==> config.mk <==
export PLATFORM = sky130hd
export DESIGN_NAME = length_frame_receiver_xor_check
export DESIGN_NICKNAME = d
export VERILOG_FILES = /design/src/rtl/lfrx_pkg.sv /design/src/rtl/length_frame_receiver_xor_check.sv /design/src/rtl/lfrx_core.sv
export SDC_FILE = /design/constraint.sdc
export NUM_CORES = 1
export LEC_CHECK = 0
export BUFFER_PORTS_ARGS = -buffer_cell sky130_fd_sc_hd__buf_2
export CORE_MARGIN = 10
export CORE_UTILIZATION = 55
export CTS_BUF_LIST = sky130_fd_sc_hd__clkbuf_8 sky130_fd_sc_hd__clkbuf_16
export CTS_CLUSTER_SIZE = 40
export DETAILED_ROUTE_END_ITERATION = 16
export GPL_TIMING_DRIVEN = 0
export PLACE_DENSITY_LB_ADDON = 0.1
export SYNTH_ARGS = -nofsm -noshare
export SYNTH_HDL_FRONTEND = slang
export SYNTH_HIERARCHICAL = 1
export SYNTH_SLANG_ARGS = --single-unit
==> constraint.sdc <==
create_clock -name clock -period 8.1 [get_ports clock]
set_clock_uncertainty 0.1 [all_clocks]
set_input_delay 0.405 -clock clock [delete_from_list [all_inputs] [get_ports clock]]
set_output_delay 0.405 -clock clock [all_outputs]
set_load 0.03 [all_outputs]
==> src/rtl/lfrx_pkg.sv <==
// Shared types and constants of the length-prefixed frame receiver.
`default_nettype none

package lfrx_pkg;

   localparam int unsigned FRAME_OVERHEAD_DEF = 6;
   localparam logic [15:0] TIMEOUT_RESET      = 16'd200;

   localparam int unsigned BYTE_W  = 8;
   localparam int unsigned POS_W   = 9;
   localparam int unsigned IDLE_W  = 16;

   // item opcodes; code 3 is unused and ignored
   localparam logic [1:0] OP_BYTE = 2'd0;
   localparam logic [1:0] OP_TICK = 2'd1;
   localparam logic [1:0] OP_ARM  = 2'd2;

   typedef enum logic [1:0] {
      STAT_BUSY     = 2'd0,
      STAT_DONE     = 2'd1,
      STAT_CSUM_ERR = 2'd2,
      STAT_TIMEOUT  = 2'd3
   } lfrx_status_type;

   typedef struct packed {
      logic [BYTE_W-1:0] out_byte;
      logic [POS_W-1:0]  position;
      logic              frame_end;
      lfrx_status_type   status;
      logic [POS_W-1:0]  byte_count;
   } lfrx_result_type;

endpackage

`default_nettype wire

==> src/rtl/length_frame_receiver_xor_check.sv <==
// Top level of the length-prefixed frame receiver with XOR checksum.
`default_nettype none

// Receives one frame after an arm item: byte 1 gives the payload length and
// the frame runs that length plus FRAME_OVERHEAD bytes. Every byte item while
// armed yields one result item with the byte and its position; the last byte
// ends the frame with done or checksum error (XOR of all earlier bytes against
// the last) and disarms. Tick items count idle milliseconds, restarted by each
// byte; a tick that finds the idle count at or above csr timeout_ticks yields a
// timeout result and disarms. Arm, unused-code and unarmed items yield nothing.
// Rate: one item per cycle sustained, result registered; the whole update is a
// single pass from the accepted item into the result register or skid entry,
// and a one-entry skid stage keeps req_tready registered, so the input side
// only stalls once the result side has held off for two items.

module length_frame_receiver_xor_check #(
   parameter int unsigned FRAME_OVERHEAD = lfrx_pkg::FRAME_OVERHEAD_DEF
) (
   input  wire logic        clock,
   input  wire logic        reset,
   // configuration: timeout_ticks
   input  wire logic        csr_wr_en,
   input  wire logic [15:0] csr_wr_data,
   // input items
   input  wire logic        req_tvalid,
   output logic             req_tready,
   input  wire logic [7:0]  req_tdata,   // [7:0] rx_byte
   input  wire logic [1:0]  req_tuser,   // [1:0] opcode
   // result items
   output logic             rsp_tvalid,
   input  wire logic        rsp_tready,
   output logic [31:0]      rsp_tdata,   // [7:0] out_byte, [16:8] position,
                                         // [25:17] byte_count, rest zero
   output logic             rsp_tlast,   // frame_end
   output logic [1:0]       rsp_tuser    // [1:0] status
);
   import lfrx_pkg::*;

   logic [15:0]     timeout_ff;

   logic            accept;
   logic            take;
   logic            res_valid;
   lfrx_result_type res;

   // result register and skid entry behind it
   logic            out_valid_ff, out_valid_in;
   lfrx_result_type out_ff, out_in;
   logic            skid_valid_ff, skid_valid_in;
   lfrx_result_type skid_ff, skid_in;

   assign req_tready = ~skid_valid_ff;
   assign accept     = req_tvalid & req_tready;
   assign take       = out_valid_ff & rsp_tready;

   always_ff @(posedge clock) begin
      if (reset) begin
         timeout_ff <= TIMEOUT_RESET;
      end else if (csr_wr_en) begin
         timeout_ff <= csr_wr_data;
      end
   end

   lfrx_core #(
      .FRAME_OVERHEAD(FRAME_OVERHEAD)
   ) u_core (
      .clock         (clock),
      .reset         (reset),
      .item_accept   (accept),
      .item_opcode   (req_tuser),
      .item_byte     (req_tdata),
      .timeout_ticks (timeout_ff),
      .res_valid     (res_valid),
      .res           (res)
   );

   // skid only fills while the result register is stuck; it drains first
   always_comb begin
      out_valid_in  = out_valid_ff;
      out_in        = out_ff;
      skid_valid_in = skid_valid_ff;
      skid_in       = skid_ff;
      if (!out_valid_ff || take) begin
         if (skid_valid_ff) begin
            out_valid_in  = 1'b1;
            out_in        = skid_ff;
            skid_valid_in = 1'b0;
         end else begin
            out_valid_in = res_valid;
            out_in       = res;
         end
      end else if (res_valid) begin
         skid_valid_in = 1'b1;
         skid_in       = res;
      end
   end

   always_ff @(posedge clock) begin
      if (reset) begin
         out_valid_ff  <= 1'b0;
         skid_valid_ff <= 1'b0;
      end else begin
         out_valid_ff  <= out_valid_in;
         skid_valid_ff <= skid_valid_in;
      end
   end

   always_ff @(posedge clock) begin
      out_ff  <= out_in;
      skid_ff <= skid_in;
   end

   assign rsp_tvalid = out_valid_ff;
   assign rsp_tdata  = {6'd0, out_ff.byte_count, out_ff.position, out_ff.out_byte};
   assign rsp_tlast  = out_ff.frame_end;
   assign rsp_tuser  = out_ff.status;

   // skid entry never holds an item unless the result register is full
   a_skid_behind_out: assert property (@(posedge clock) disable iff (reset)
      skid_valid_ff |-> out_valid_ff)
      else $error("skid entry full with result register empty");

   // a full skid with no take must stay full: nothing may be dropped
   a_skid_holds: assert property (@(posedge clock) disable iff (reset)
      (skid_valid_ff && !take) |=> skid_valid_ff)
      else $error("skid entry lost without delivery");

   // frame end goes with every final status and with no in-progress one
   a_end_status: assert property (@(posedge clock) disable iff (reset)
      rsp_tvalid |-> (rsp_tlast == (rsp_tuser != STAT_BUSY)))
      else $error("frame_end disagrees with status");

   // timeout results carry no byte and no count
   a_timeout_zero: assert property (@(posedge clock) disable iff (reset)
      (rsp_tvalid && rsp_tuser == STAT_TIMEOUT) |->
         (rsp_tdata[7:0] == 8'd0 && rsp_tdata[25:17] == 9'd0))
      else $error("timeout result with non-zero byte or count");

endmodule

`default_nettype wire

==> src/rtl/lfrx_core.sv <==
// Frame state and per-item update of the receiver: one item per cycle.
`default_nettype none

module lfrx_core #(
   parameter int unsigned FRAME_OVERHEAD = lfrx_pkg::FRAME_OVERHEAD_DEF
) (
   input  wire logic                    clock,
   input  wire logic                    reset,
   input  wire logic                    item_accept,
   input  wire logic [1:0]              item_opcode,
   input  wire logic [7:0]              item_byte,
   input  wire logic [15:0]             timeout_ticks,
   output logic                         res_valid,
   output lfrx_pkg::lfrx_result_type    res
);
   import lfrx_pkg::*;

   localparam logic [POS_W-1:0] OVERHEAD = POS_W'(FRAME_OVERHEAD);
   localparam logic [POS_W-1:0] POS_ONE  = POS_W'(1);
   localparam logic [POS_W-1:0] POS_TWO  = POS_W'(2);

   logic              armed_ff, armed_in;
   logic [POS_W-1:0]  byte_index_ff, byte_index_in;
   logic [POS_W-1:0]  frame_length_ff, frame_length_in;
   logic [BYTE_W-1:0] running_xor_ff, running_xor_in;
   logic [IDLE_W-1:0] idle_count_ff, idle_count_in;

   logic [POS_W-1:0]  next_index;
   logic [POS_W-1:0]  length_now;

   assign next_index = byte_index_ff + POS_ONE;
   // byte 1 sets the length and already counts for this byte's end test
   assign length_now = (byte_index_ff == POS_ONE) ?
                       ({1'b0, item_byte} + OVERHEAD) : frame_length_ff;

   always_comb begin
      armed_in        = armed_ff;
      byte_index_in   = byte_index_ff;
      frame_length_in = frame_length_ff;
      running_xor_in  = running_xor_ff;
      idle_count_in   = idle_count_ff;
      res_valid       = 1'b0;
      res.out_byte    = item_byte;
      res.position    = byte_index_ff;
      res.frame_end   = 1'b0;
      res.status      = STAT_BUSY;
      res.byte_count  = '0;
      if (item_accept) begin
         case (item_opcode)
            OP_ARM: begin
               armed_in        = 1'b1;
               byte_index_in   = '0;
               frame_length_in = '0;
               running_xor_in  = '0;
               idle_count_in   = '0;
            end
            OP_TICK: begin
               if (armed_ff) begin
                  if (idle_count_ff >= timeout_ticks) begin
                     res_valid     = 1'b1;
                     res.out_byte  = '0;
                     res.frame_end = 1'b1;
                     res.status    = STAT_TIMEOUT;
                     armed_in      = 1'b0;
                  end else begin
                     idle_count_in = idle_count_ff + IDLE_W'(1);
                  end
               end
            end
            OP_BYTE: begin
               if (armed_ff) begin
                  res_valid       = 1'b1;
                  idle_count_in   = '0;
                  frame_length_in = length_now;
                  if (next_index >= POS_TWO && next_index >= length_now) begin
                     res.frame_end  = 1'b1;
                     res.status     = (running_xor_ff == item_byte) ?
                                      STAT_DONE : STAT_CSUM_ERR;
                     res.byte_count = byte_index_ff;
                     armed_in       = 1'b0;
                  end else begin
                     running_xor_in = running_xor_ff ^ item_byte;
                     byte_index_in  = next_index;
                  end
               end
            end
            default: begin
            end
         endcase
      end
   end

   always_ff @(posedge clock) begin
      if (reset) begin
         armed_ff        <= 1'b0;
         byte_index_ff   <= '0;
         frame_length_ff <= '0;
         running_xor_ff  <= '0;
         idle_count_ff   <= '0;
      end else begin
         armed_ff        <= armed_in;
         byte_index_ff   <= byte_index_in;
         frame_length_ff <= frame_length_in;
         running_xor_ff  <= running_xor_in;
         idle_count_ff   <= idle_count_in;
      end
   end

endmodule

`default_nettype wire
# == Word level (Yosys, flattened, before mapping) ==
# Cells that the tools add are included.
# classes
addsub,3
mul,0
div,0
magnitude_cmp,3
n_eq_ne,8
n_shift,0
muxes,37
bitwise,5
reduce_logical,12
# op_table
op,n
16-bit 2-to-1 mux,3
8-bit 2-to-1 mux,6
16-bit one-hot mux with 3 select lines,1
9-bit 2-to-1 mux,5
12-bit 2-to-1 mux,3
9-bit one-hot mux with 2 select lines,2
29-bit 2-to-1 mux,1
16-bit by 1-bit adder with 16-bit output (second input constant),1
16-bit >= comparator,1
8-bit one-hot mux with 2 select lines,1
8-bit by 3-bit adder with 9-bit output (second input constant),1
9-bit by 1-bit adder with 9-bit output (second input constant),1
9-bit by 1-bit == test with 1-bit output (second input constant),1
9-bit by 2-bit >= comparator with 1-bit output (second input constant),1
9-bit >= comparator,1
1-bit 2-to-1 mux,9
8-bit == test,1
8-bit bitwise XOR,1
3-bit 2-to-1 mux,2
3-bit one-hot mux with 2 select lines,1
5-bit AND reduction,1
2-bit by 1-bit inequality test with 1-bit output (second input constant),2
2-bit inequality test (second input constant),2
2-bit AND reduction,2
16 further kinds,18
# totals
register_bits,119
latch_bits,0
mem_bits_rw,0
romBits,0
input_bits,31
output_inout_bits,37
wordCells,86
mem_count,0

# == Longest topological paths before layout ==
# logic_depth
ltp_word,9
mapped_depth,15
ltp_nobuf,14

# == Modules after synthesis ==
# The synthesis kept the hierarchy.
# modules_own_cells
mod,instances,cells_each,area_each_um2,seq_area_each_um2
lfrx_core,1,415,3245.6,860.8
length_frame_receiver_xor_check,1,160,2942.8,2102.0

# == Least setup slack after synthesis ==
# OpenSTA, ideal clock, no wires.
# synth_timing
path_kind,register -> register
startpoint,reg u_core.idle_count_ff[0]
endpoint,"reg skid_ff[0] (netlist name), enable pin"
setup_time_ns,0.415
arrival_ns,3.139
t_required_ns,7.585
setup_slack_ns,4.446
stages_incl_launch_ff,12
path_buffers,1
synth_period_minus_slack_ns,3.654
cell_sequence,dfxtp_1 inv_1 ha_1 nand2b_4 a2111oi_2 nand3b_2 nand4_1 and4_1 clkbuf_1 or2_1 inv_1 nor2_1
# synth_between
elab_chain_cells,6
# synth_lines
item,line_no,rtl
from (decl),lfrx_core.sv:26,"logic [IDLE_W-1:0] idle_count_ff, idle_count_in;"
from (signal assigned),lfrx_core.sv:105,idle_count_ff <= idle_count_in;
16-bit >= comparator,lfrx_core.sv:59,if (idle_count_ff >= timeout_ticks) begin
1-bit 2-to-1 mux,lfrx_core.sv:59,
1-bit 2-to-1 mux,lfrx_core.sv:58,if (armed_ff) begin
1-bit one-hot mux with 2 select lines,lfrx_core.sv:49,case (item_opcode)
1-bit 2-to-1 mux,lfrx_core.sv:48,if (item_accept) begin
named net res_valid,length_frame_receiver_xor_check.sv:43,logic res_valid;
2-bit AND reduction (no source line),-,
to (signal assigned),length_frame_receiver_xor_check.sv:110,skid_ff <= skid_in;
to (decl),length_frame_receiver_xor_check.sv:50,"lfrx_result_type skid_ff, skid_in;"
# The timed path passes the listed nets, and every way through them passes these cells.
# A chain may end at the register's enable or synchronous reset.

==> key figures <==
Status
  – Status: finished clean

Logic synthesis
  – Seq/Total Area, Yosys: 47.9%
  – Post-Syn Area: between 6000 and 7000 µm²
  – Gate Count Post-Synth: 575
  – Area leader, netlist: edfxtp_1
  – Async SR Flop Fraction: 0%
  – Count of flip-flops with a built-in enable after synthesis: 58
  – Top cell type's share of synthesized area: 28.1%
  – Syn. warnings: 6
  – Synthesized flop and latch total: 119
  – Avg Cell Area, Syn: 10.8 µm²
  – Most used DFF post-synth: dfxtp_1
  – Top cells by area, synth: edfxtp_1 (28%), dfxtp_1 (20%), mux2_4 (6.6%)
  – Post-synth cell types: 63

Clock tree
  – Clock latency on the worst-skew pair: 0.41 ns
  – # hold bufs at CTS: 0
  – Clock root cell: clkbuf_16
  – H-tree levels: 4
  – Clk sink count: 119
  – Post-CTS Setup Inserts: 0
  – Post-CTS Resized: 0
  – CTS tree: yes
  – Clk slew on worst S/H paths: 0.05 ns
  – CTS Buf Count: 17
  – CTS max path bufs: 2

Critical path
  – WS Path Type: reg -> reg
  – Crit-path max FO: 10
  – Crit path capture type: flip-flop
  – Reg-to-reg slack, setup: 3.62 ns
  – Critical path startpoint category: flip-flop
  – Data required time of the worst path: 8.16 ns
  – WP data arrival: approximately 4.5 ns

Global route
  – Final global-route overflow total: 0
  – Tot GR Track Use: between 10% and 20%
  – Initial antenna violation count: 0
  – Vias in the first global route: 4434
  – First-pass GRT wire length: 23.2 mm
  – Largest net degree at the start of global routing: 33

Power and ir drop
  – Gate power share: under 10%
  – Psw: 320 µW
  – Sequential share of power: 43.1%
  – PD cells: 206 nW/µm²
  – Switching Share: 21.4%
  – Peak supply drop: 0.000263 V
  – Leakage: 3.01 nW
  – Pint: 1.18 mW
  – Clk pwr share: 50.3%
  – Power Total: about 1.5 mW

Timing
  – Final slew viol count: 0
  – Setup TNS: 0 ns
  – Min Tclk post-route: 4.48 ns
  – Worst slew margin: roughly 49%
  – Crit share post-route: 55.3%
  – Worst-Margin Slew: between 0.7 and 0.8 ns
  – RSZ-0062 raised after global routing: false
  – Max Clock Freq: 0.223 GHz
  – Setup Viol. Count Final: 0
  – Final count of hold timing violations: 0

Floorplanning
  – Die height: about 130 µm
  – Total Die Area: 15900 µm²
  – Row cnt: 38
  – Initial core utilization: 56.6%
  – Core ar.: 10900 µm²
  – I/O Pins: 68
  – Die width: 126 µm

Flow run
  – Max Cap Violations: 0

Cells and area
  – Sequential cell area: 2960 µm²
  – Area grow syn2layout: 17.7%
  – Multi-input logic area: approximately 2900 µm²
  – # fillers: 842
  – Final core occ: 66.6%
  – Ant diodes: 0
  – Fin nets: 716
  – Share of cells above drive strength 1: approximately 22%
  – Most common cell after layout, fill and taps aside: buf_2
  – Most frequent cells in the layout: buf_2 (64), dfxtp_1 (61), edfxtp_1 (58)

Routing
  – Drt total wl: ~14 mm
  – DRT Pass-1 Iters: 5
  – DRT iter0 DRCs: 338
  – Routed length per instance: between 15 and 20 µm
  – Routed Antenna Nets: 0
  – Via/cell ratio: 5.73
  – # DRC: 0
  – DR vias: around 4600

Worst hold path
  – Hold Path Class: in -> reg

Placed design
  – Number of port buffers: 56
  – Placer Congestion: 0.894
  – Hpwl dp: 10.3 mm
-- layer usage --
layer / track usage [%] / wire length (µm) / vias up
li1: - / - / 2274
met1: 24.6 / 6870 / 2215
met2: 25.8 / 6280 / 129
met3: 5.75 / 783 / 15
met4: 5.02 / 151 / 0
met5: 0 / 0 / -
-- stage by stage --
| stage | cell area (µm²) | setup slack (ns) | hold WS (ns) | instances |
|---|---|---|---|---|
| 6_report | 7280 | 3.62 | 0.107 | 809 |
| 5_1_grt | 7280 | 3.35 | 0.101 | 809 |
| 3_5_place_dp | 6680 | 3.74 | 0.342 | 777 |
| 3_3_place_gp | 6660 | 3.63 | 0.335 | 776 |
| 4_1_cts | 7280 | 3.70 | 0.0952 | 809 |
| 2_1_floorplan | 6210 | 4.45 | 0.325 | 580 |
-- sequential cells by signal (all words and copies together), names as in the netlist --
| name | count |
|---|---|
| skid_ff | 29 |
| rsp_tdata | 26 |
| timeout_ff | 16 |
| u_core/idle_count_ff | 16 |
| u_core/byte_index_ff | 9 |
| u_core/frame_length_ff | 9 |
| u_core/running_xor_ff | 8 |
| rsp_tuser | 2 |
| rsp_tlast | 1 |
| rsp_tvalid | 1 |
| skid_valid_ff | 1 |
| u_core/armed_ff | 1 |
-- layout make-up --
| class | instances | share of cell area [%] |
|---|---|---|
| multi-input combinational | 391 | 39.3 |
| buffer | 38 | 3.62 |
| timing repair buffer | 57 | 4.05 |
| clock buffer | 19 | 6.37 |
| sequential | 119 | 40.7 |
| inverter | 32 | 1.65 |
| clock inverter | 13 | 1.87 |
| tap | 140 | 2.41 |
-- worst max-delay path: stages, from the launching register on --
cell,delay (ns)
dfxtp_1,0.61
ha_1,0.26
nor4b_1,0.24
nand2_1,0.24
clkbuf_1,0.28
a21oi_1,0.29
ha_1,0.30
a2111oi_0,0.45
o21ai_0,0.16
o2111ai_1,0.24
a32oi_1,0.17
clkbuf_1,0.29
a31o_2,0.31
mux2_4,0.27
-- synthesized netlist by cell type, drive strengths merged, types with 4 or more instances --
cell / count
a211o: 4
nor2b: 12
nor4: 4
nand3: 12
nand2: 33
o21ai: 36
and2: 4
mux2i: 15
mux2: 31
nor2: 42
o2bb2ai: 4
clkbuf: 15
dfxtp: 61
a21oi: 34
nor3: 4
o211ai: 10
and3: 10
nand2b: 11
xor2: 13
edfxtp: 58
o31ai: 13
ha: 29
buf: 23
or4: 11
xnor2: 7
nand4: 10
inv: 32
and4: 4
-- final timing paths --
path	startpoint	endpoint	cells past startpoint
worst max-delay path	u_core/byte_index_ff[0]	rsp_tuser[1]	13
worst min-delay path	csr_wr_data[3]	timeout_ff[3]	2
worst max register to register	u_core/byte_index_ff[0]	rsp_tuser[1]	13
worst min register to register	u_core/byte_index_ff[5]	skid_ff[17]	0
-- power by group through the flow --
stage                     Combinational [mW]  Clock [mW]  Sequential, mW
after detailed placement              0.0978           0           0.657
after floorplan                       0.0607           0           0.664
after global placement                0.0955           0           0.657
after CTS                             0.0985       0.761           0.645
final                                 0.0992       0.752           0.645
after global routing                   0.109       0.797           0.646
-- cell families (layout without fill, tap and decap cells) --
group	Yosys count	after routing	share of synthesized area [%]
AND/OR/NAND/NOR	167	167	14.3
other	1	6	0.0606
AO/OA/AOI/OAI	123	123	13.2
buffers and inverters	70	159	6.21
flip-flops	119	119	47.9
XOR/XNOR	20	20	2.83
multiplexers	46	46	9.70
adder cells (fa/ha/maj)	29	29	5.86
No activity file was read; power rests on OpenSTA's default activity.
